$ cat config.mk
export PLATFORM = sky130hd
export DESIGN_NAME = sync_length_frame_receiver
export DESIGN_NICKNAME = d
export VERILOG_FILES = /design/src/rtl/slfr_pkg.sv /design/src/rtl/slfr_core.sv /design/src/rtl/slfr_skid.sv /design/src/rtl/sync_length_frame_receiver.sv
export SDC_FILE = /design/constraint.sdc
export NUM_CORES = 1
export LEC_CHECK = 0
export BUFFER_PORTS_ARGS = -buffer_cell sky130_fd_sc_hd__buf_2
export CORE_MARGIN = 3
export CORE_UTILIZATION = 57
export DETAILED_ROUTE_END_ITERATION = 10
export GPL_TIMING_DRIVEN = 0
export PLACE_DENSITY = 0.81
export SLEW_MARGIN = 10
export SYNTH_ARGS = -nofsm -noshare
export SYNTH_HDL_FRONTEND = slang
export SYNTH_SLANG_ARGS = --single-unit
$ cat constraint.sdc
create_clock -name clk -period 3.25 [get_ports clk]
set_input_delay 0.1625 -clock clk [delete_from_list [all_inputs] [get_ports clk]]
set_output_delay 0.1625 -clock clk [all_outputs]
set_load 0.01 [all_outputs]
$ cat src/rtl/slfr_pkg.sv
// Package for the sync/length frame receiver: payload types and constants.
package slfr_pkg;

  localparam int BUF_DEPTH    = 64;
  localparam int IDX_W        = $clog2(BUF_DEPTH);
  localparam int COUNT_W      = $clog2(BUF_DEPTH + 1);
  localparam int HEADER_SLACK = 5;

  localparam logic [7:0] SYNC_FIRST  = 8'h55;
  localparam logic [7:0] SYNC_SECOND = 8'hAA;
  localparam logic [7:0] MAX_LENGTH  = 8'(BUF_DEPTH - HEADER_SLACK);

  localparam logic [IDX_W-1:0] POS_HUNT    = IDX_W'(0);
  localparam logic [IDX_W-1:0] POS_SYNC2   = IDX_W'(1);
  localparam logic [IDX_W-1:0] POS_COMMAND = IDX_W'(2);
  localparam logic [IDX_W-1:0] POS_LENGTH  = IDX_W'(3);
  localparam logic [IDX_W-1:0] POS_DATA    = IDX_W'(4);

  localparam logic OP_BYTE  = 1'b0;
  localparam logic OP_REARM = 1'b1;

  typedef struct packed {
    logic       op;
    logic [7:0] rx_byte;
    logic       frame_error;
  } item_t;

  typedef struct packed {
    logic               write_valid;
    logic [IDX_W-1:0]   write_index;
    logic [7:0]         write_byte;
    logic               frame_done;
    logic [COUNT_W-1:0] frame_bytes;
    logic               length_rejected;
    logic               receiver_locked;
  } result_t;

endpackage

$ cat src/rtl/slfr_core.sv
// Deframer state and per-byte decode: sync hunt, header, data count, lock.
module slfr_core (
  input  logic            clk,
  input  logic            rst,
  input  logic            accept,
  input  slfr_pkg::item_t item,
  output slfr_pkg::result_t result
);
  import slfr_pkg::*;

  logic [IDX_W-1:0] position, position_next;
  logic [IDX_W-1:0] end_index, end_index_next;
  logic             locked, locked_next;

  always_comb begin
    position_next   = position;
    end_index_next  = end_index;
    locked_next     = locked;
    result          = '0;

    if (item.op == OP_REARM) begin
      locked_next = 1'b0;
    end else if (!locked) begin
      if (item.frame_error) begin
        position_next = POS_HUNT;
      end else begin
        unique case (position)
          POS_HUNT: begin
            if (item.rx_byte == SYNC_FIRST) position_next = POS_SYNC2;
          end
          POS_SYNC2: begin
            // a mismatch restarts the hunt without re-examining this byte
            position_next = (item.rx_byte == SYNC_SECOND) ? POS_COMMAND : POS_HUNT;
          end
          POS_COMMAND: begin
            result.write_valid = 1'b1;
            result.write_index = POS_COMMAND;
            result.write_byte  = item.rx_byte;
            position_next      = POS_LENGTH;
          end
          POS_LENGTH: begin
            result.write_valid = 1'b1;
            result.write_index = POS_LENGTH;
            result.write_byte  = item.rx_byte;
            if (item.rx_byte > MAX_LENGTH) begin
              result.length_rejected = 1'b1;
              position_next          = POS_HUNT;
            end else begin
              end_index_next = POS_DATA + item.rx_byte[IDX_W-1:0];
              position_next  = POS_DATA;
            end
          end
          default: begin
            result.write_valid = 1'b1;
            result.write_index = position;
            result.write_byte  = item.rx_byte;
            if (position >= end_index) begin
              result.frame_done  = 1'b1;
              result.frame_bytes = COUNT_W'(end_index) + COUNT_W'(1);
              position_next      = POS_HUNT;
              locked_next        = 1'b1;
            end else begin
              position_next = position + IDX_W'(1);
            end
          end
        endcase
      end
    end

    result.receiver_locked = locked_next;
  end

  always_ff @(posedge clk) begin
    if (rst) begin
      position  <= POS_HUNT;
      end_index <= '0;
      locked    <= 1'b0;
    end else if (accept) begin
      position  <= position_next;
      end_index <= end_index_next;
      locked    <= locked_next;
    end
  end

endmodule

$ cat src/rtl/slfr_skid.sv
// Two-entry output buffer: result register plus skid register.
module slfr_skid (
  input  logic              clk,
  input  logic              rst,
  input  logic              load,
  input  slfr_pkg::result_t load_data,
  output logic              full,
  output logic              result_valid,
  input  logic              result_stall,
  output slfr_pkg::result_t result
);
  import slfr_pkg::*;

  logic    main_valid;
  result_t main_data;
  logic    skid_valid;
  result_t skid_data;
  logic    drain;

  assign drain        = main_valid && !result_stall;
  assign full         = skid_valid;
  assign result_valid = main_valid;
  assign result       = main_data;

  always_ff @(posedge clk) begin
    if (rst) begin
      main_valid <= 1'b0;
      skid_valid <= 1'b0;
    end else begin
      if (skid_valid) begin
        // advance the held result once the head drains
        if (drain) begin
          main_valid <= 1'b1;
          skid_valid <= 1'b0;
        end
      end else if (load) begin
        if (main_valid && !drain) begin
          skid_valid <= 1'b1;
        end else begin
          main_valid <= 1'b1;
        end
      end else if (drain) begin
        main_valid <= 1'b0;
      end
    end
  end

  always_ff @(posedge clk) begin
    if (skid_valid) begin
      if (drain) main_data <= skid_data;
    end else if (load) begin
      if (main_valid && !drain) begin
        skid_data <= load_data;
      end else begin
        main_data <= load_data;
      end
    end
  end

endmodule

$ cat src/rtl/sync_length_frame_receiver.sv
// Sync-word, length-prefixed frame receiver: top level.
// Hunts for the pair 0x55, 0xAA in the received byte stream, then stores the
// command byte at buffer index 2, the length byte L at index 3 and L+1 data
// bytes at indices 4 to 4+L, one write report per input transfer. A length
// above the buffer limit drops the frame; a framing error restarts the hunt.
// After a complete frame the receiver locks until a rearm item. Every input
// transfer yields exactly one result transfer, held in a register. An item is
// taken every cycle while input stall is low; the decode is a single stage
// of compares on the position register. A two-entry output buffer
// (result register plus skid register) keeps input stall a registered
// signal: it rises only after two results are held back by output stall.
module sync_length_frame_receiver (
  input  logic              clk,
  input  logic              rst,
  input  logic              item_valid,
  output logic              item_stall,
  input  slfr_pkg::item_t   item,
  output logic              result_valid,
  input  logic              result_stall,
  output slfr_pkg::result_t result
);
  import slfr_pkg::*;

  logic    accept;
  logic    buffer_full;
  result_t decoded;

  assign item_stall = buffer_full;
  assign accept     = item_valid && !buffer_full;

  slfr_core u_core (
    .clk    (clk),
    .rst    (rst),
    .accept (accept),
    .item   (item),
    .result (decoded)
  );

  slfr_skid u_skid (
    .clk          (clk),
    .rst          (rst),
    .load         (accept),
    .load_data    (decoded),
    .full         (buffer_full),
    .result_valid (result_valid),
    .result_stall (result_stall),
    .result       (result)
  );

endmodule
* Yosys cells after proc, flatten, opt, wreduce, memory -nomap -nowiden
Index checks and enable logic that the tools add are counted.
** Word-level totals
- Register bits after elaboration :: 65
** Operators by class
- Bitwise gates (word level) :: 5
- $add $sub $neg :: 3
- Order comparisons :: 2
- Equal/unequal tests :: 9
- Reduce and logical (&&, ||, !) cells :: 16
- Mux-type cells :: 32
** Operators by type and width (number)
- 2-to-1 mux 25 bit :: 4
- 2-to-1 mux 24 bit :: 3
- case mux 15 bit (3 select lines) :: 1
- case mux 6 bit (4 select lines) :: 1
- 2-to-1 mux 6 bit :: 3
- 2-to-1 mux 1 bit :: 16
- 2-to-1 mux 8 bit :: 2
- equality test 6 x 2 -> 1 bit, second input constant :: 2
- AND reduction 3 bit :: 3
- equality test 8 x 7 -> 1 bit, second input constant :: 1
- equality test 8 bit, second input constant :: 1
- > comparator 8 x 6 -> 1 bit, second input constant :: 1
- adder 6 x 1 -> 7 bit, second input constant :: 1
- adder 3 x 6 -> 6 bit, first input constant :: 1
- adder 6 x 1 -> 6 bit, second input constant :: 1
- equality test 6 x 1 -> 1 bit, second input constant :: 1
- >= comparator 6 bit :: 1
- zero test 6 bit :: 1
- != test 3 x 2 -> 1 bit, second input constant :: 2
- AND reduction 6 bit :: 1
- NOT 1 bit :: 5
- AND reduction 4 bit :: 1
- nonzero test 2 bit :: 2
- OR reduction 4 bit :: 1
- 7 further kinds :: 11

* Depth between registers and ports, before layout
- Word-level depth :: 9
- Depth in mapped cells :: 8
- Mapped depth without buffers :: 7

* Hierarchy
From an unflattened synthesis, not the netlist that was laid out.
** Unflattened totals
- Cell total of the unflattened synthesis :: 250
- Area total of the unflattened synthesis :: 3180.6 sq um
** By module, submodules not included
- slfr_skid :: area each 1928.1 sq um, times used 1, cells an instance 90
- slfr_core :: area each 1238.7 sq um, times used 1, cells an instance 159
- sync_length_frame_receiver :: area each 13.8 sq um, times used 1, cells an instance 1

* Worst setup path after synthesis
Ideal clock, no wire load.
- Path kind :: reg-to-reg
- Start point :: register u_skid.skid_valid, in the netlist u_skid.full
- End point :: register u_skid.main_data, in the netlist u_skid.result[0] (enable)
- Period minus slack after synthesis :: 2793 ps
- Path buffers :: 2
- Stages on the path, launching flop included :: 5
- Library setup time :: 415 ps
- Setup slack :: 457 ps
- Arrival time :: 2377 ps
- Cells stage by stage :: dfxtp_1 clkbuf_1 clkbuf_1 a21oi_1 a21oi_1
** Between the ends
- Word-level cells in the longest chain between the ends :: 4
- Elaborated cells on any way between the ends :: 6
- Classes of those cells :: 2 x eq/ne; 4 x reduce/logical
** Ends and longest elaborated chain
- start, declared :: RTL line slfr_skid.sv:16 : logic skid_valid;
- start signal, assigned :: RTL line slfr_skid.sv:28 : skid_valid <= 1'b0;
- start signal, assigned :: RTL line slfr_skid.sv:34 : skid_valid <= 1'b0;
- start signal, assigned :: RTL line slfr_skid.sv:38 : skid_valid <= 1'b1;
- zero test 1 bit :: RTL line sync_length_frame_receiver.sv:29 : assign accept = item_valid && !buffer_full;
- logical AND 1 bit :: RTL line sync_length_frame_receiver.sv:29
- nonzero test 2 bit (no line)
- AND reduction 3 bit (no line) (*)
- end signal, assigned :: RTL line slfr_skid.sv:50 : if (drain) main_data <= skid_data;
- end signal, assigned :: RTL line slfr_skid.sv:55 : main_data <= load_data;
- end, declared :: RTL line slfr_skid.sv:15 : result_t main_data;
Every way passes the cells marked *; elsewhere a longest branch is shown, timed or not.
A chain may end at the register's enable or synchronous reset.

* Final worst setup path
- Start point :: register u_skid.skid_valid, in the netlist u_skid.full
- End point :: register u_skid.main_data, in the netlist u_skid.result[23] (enable)
The elaborated chain is that of the path after synthesis.

==> impl_metrics.py <==
metrics = {
    "logic_synthesis": {
        "synth_largest_area_cell": "edfxtp_1",
        "synth_xor_area_share_pct": 1.66,
        "synth-async-reset-ratio_pct": 0,
        "synth.area.top_cells": "edfxtp_1 (48%), dfxtp_1 (9.5%), mux2_2 (5.7%)",
        "syn_inst": 260,
        "yosys_warnings": 0,
        "synth-edff-count": 50,
        "synth-simple-area-share_pct": 15.1,
        "netlist_area_um2": 3160,
        "yosysUniqueCellTypes": 54,
        "synth_ff_type": "edfxtp_1",
        "synthMuxAreaShare_pct": 6.34,
        "synth_top_family_by_area": "simple AND/OR/NAND/NOR gates",
        "synth_top_area_share_pct": 47.5,
        "synth_fa_ha_area_share_pct": 5.55,
        "synth.yosys.seq_area_share_pct": 57.1,
        "yosys_register_bits": 65,
        "synth_compound_gate_area_share_pct": 11.3,
        "synthesis.nets": 288,
        "avgSynthCellArea_um2": 12.1,
    },
    "die": {
        "core_um2": 5240,
        "num_io_pins": 41,
        "placement_rows": 26,
        "initial_core_util_pct": 60.3,
        "die_area_um2": 6470,
        "die_width_um": 80.4,
        "die_h_um": 80.4,
    },
    "setup_path": {
        "crit_top_cell": "clkbuf_1",
        "r2r_cells": 5,
        "critPathLaunchType": "flip-flop",
        "cp.required_ps": 3290,
        "critical_path_class": "flip-flop to flip-flop",
        "arrival_ps": 2420,
        "slowest_stage": "a21oi_2",
        "slowest_delay_ps": 470,
        "worstPathMaxFanout": 16,
        "worstSetupEndpointType": "flip-flop",
        "crit_chain": "clkbuf_1 > clkbuf_1 > a21oi_1 > a21oi_2 > buf_8",
    },
    "clock_tree": {
        "cts_tree": "built",
        "cts_buffer_depth": 2,
        "post-cts-setup-buffer-count": 0,
        "cts_htree_levels": 3,
        "cts_resized": 0,
        "cts_buffers": 9,
        "cts_root_buffer": "clkbuf_8",
        "cts_hold_buf": 0,
        "numClockSinks": 65,
        "clk_pin_slew_ps": 70,
        "clk_latency_ps": 340,
    },
    "global_route": {
        "grt_usage_pct": 21.5,
        "antenna_found_initial": 0,
        "grt-ovfl-total": 0,
        "grt_max_degree": 26,
        "grt_pass1_vias": 2154,
        "grt_first_pass_wirelength_um": 10400,
    },
    "layout": {
        "area_growth_pct": 14.7,
        "final_util_pct": 69.1,
        "nets": 340,
        "layout-drive-gt1-share_pct": 26.5,
        "diodes": 0,
        "stdcell_count": 387,
        "nFillCells": 395,
    },
    "sta": {
        "worst_slack_ps": 870,
        "final-hold-violation-count": 0,
        "maxSlewHeadroom_pct": 57.5,
        "clock_skew_ps": 6.70,
        "maxSlewViolCount": 0,
        "rsz0062_at_grt": "false",
        "fin_crit_ps": 2380,
        "tightest_slew_ps": 638,
        "fmaxAchievable_ghz": 0.420,
        "fin_crit_sh_pct": 73.2,
        "setup_viol": 0,
    },
    "route": {
        "drt_pass1_iterations": 4,
        "vias": 2260,
        "first_iter_violations": 110,
        "ant_nets": 0,
        "vias_per_cell": 5.84,
        "drt-total-wl_um": 6260,
        "drc_errors": 0,
        "wire_per_inst_um": 16.2,
    },
    "placed_design": {
        "detailed_place_hpwl_um": 4420,
        "dp_cells": 371,
        "port_buffers": 40,
        "pre_cts_slack_ps": 874,
        "gp_congestion": 0.816,
    },
    "power": {
        "power_mw": 1.62,
        "p_per_area_nw_per_um2": 447,
        "cellLeakagePower_nw": 1.39,
        "peakVddDrop_mv": 0.258,
    },
    "run_status": {
        "status": "complete, no violations",
    },
    "flow_run": {
        "cap_viol_max_count": 0,
    },
    "hold_path": {
        "holdPathStages": 2,
        "hp-class": "primary input to flip-flop",
    },
}
## layer usage
layer / part of all wire (%) / track usage, %
met3: 7.1 / 5.94
met2: 45 / 32.9
met4: 2.3 / 9.80
met5: 0 / 0
met1: 45 / 28.3
## worst max-delay path: cells and delay by family (launching register included)
family                 cells  cell delay [ps]
AOI/OAI and AO/OA          2              630
buffers and inverters      3             1070
DFF                        1              370
## power breakdown
part,total [mW],switching (mW),leakage [nW],internal (mW)
Sequential,0.930,0.00735,0.618,0.922
Combinational,0.121,0.0756,0.696,0.0453
Clock,0.568,0.296,0.0754,0.271
Total,1.62,0.379,1.39,1.24
## metrics by stage
stage,hold WS [ps],instance area (um^2),TNS (ps)
final,87.2,3620,0
after global routing,95.4,3620,0
after CTS,74.3,3620,0
after detailed placement,435,3460,0
after global placement,437,3450,-3930
after floorplan,258,3160,0
## cell type report
type,count,area (um^2),share of cell area [%]
timing repair buffer,41,215,5.94
clock buffer,12,135,3.73
clock inverter,4,20.0,0.553
tap,70,87.6,2.42
inverter,14,52.6,1.45
buffer,8,43.8,1.21
multi-input combinational,173,1260,34.9
sequential,65,1800,49.8
## synth_stat cells (3+ instances only)
| cell | count |
|---|---|
| a211oi_1 | 6 |
| a21oi_1 | 9 |
| and2_1 | 13 |
| and3_1 | 3 |
| clkbuf_1 | 4 |
| dfxtp_1 | 15 |
| edfxtp_1 | 50 |
| ha_1 | 14 |
| inv_1 | 14 |
| mux2_2 | 16 |
| nand2_1 | 16 |
| nand2b_1 | 3 |
| nand3_1 | 6 |
| nor2_1 | 20 |
| nor3_1 | 6 |
| o21ai_0 | 6 |
| o31ai_1 | 8 |
| o41ai_1 | 4 |
| xnor2_1 | 5 |
## cells by family (layout without fill, tap and decap cells)
| group | Yosys count | after routing |
|---|---|---|
| AO/OA/AOI/OAI | 49 | 49 |
| multiplexers | 18 | 18 |
| adder cells (fa/ha/maj) | 14 | 14 |
| AND/OR/NAND/NOR | 86 | 86 |
| buffers and inverters | 22 | 79 |
| XOR/XNOR | 6 | 6 |
| flip-flops | 65 | 65 |
## final timing paths
check                                         start  slack (ps)                  end
worst max-delay path                    u_skid.full         870    u_skid.result[23]
worst min-delay path                        item[9]          90        u_core.locked
worst max register to register          u_skid.full         870    u_skid.result[23]
worst min register to register  u_core.end_index[4]         520  u_core.end_index[4]
## cells in the final DEF (no fill, tap or decap), types with 7 or more instances in the layout
cell / n
a21oi_1: 8
and2_1: 13
buf_2: 41
clkbuf_1: 7
clkbuf_8: 9
dfxtp_1: 15
edfxtp_1: 50
ha_1: 14
inv_1: 14
mux2_2: 16
nand2_1: 16
nor2_1: 20
o31ai_1: 8
## flip-flops by register name (all words and copies together) (netlist names)
name and cells:
u_core.end_index 6, u_core.locked 1, u_core.position 6, u_skid.full 1, u_skid.result 25, u_skid.result_valid 1, u_skid.skid_data 25
Note: power is estimated with default switching activity, not from simulation.
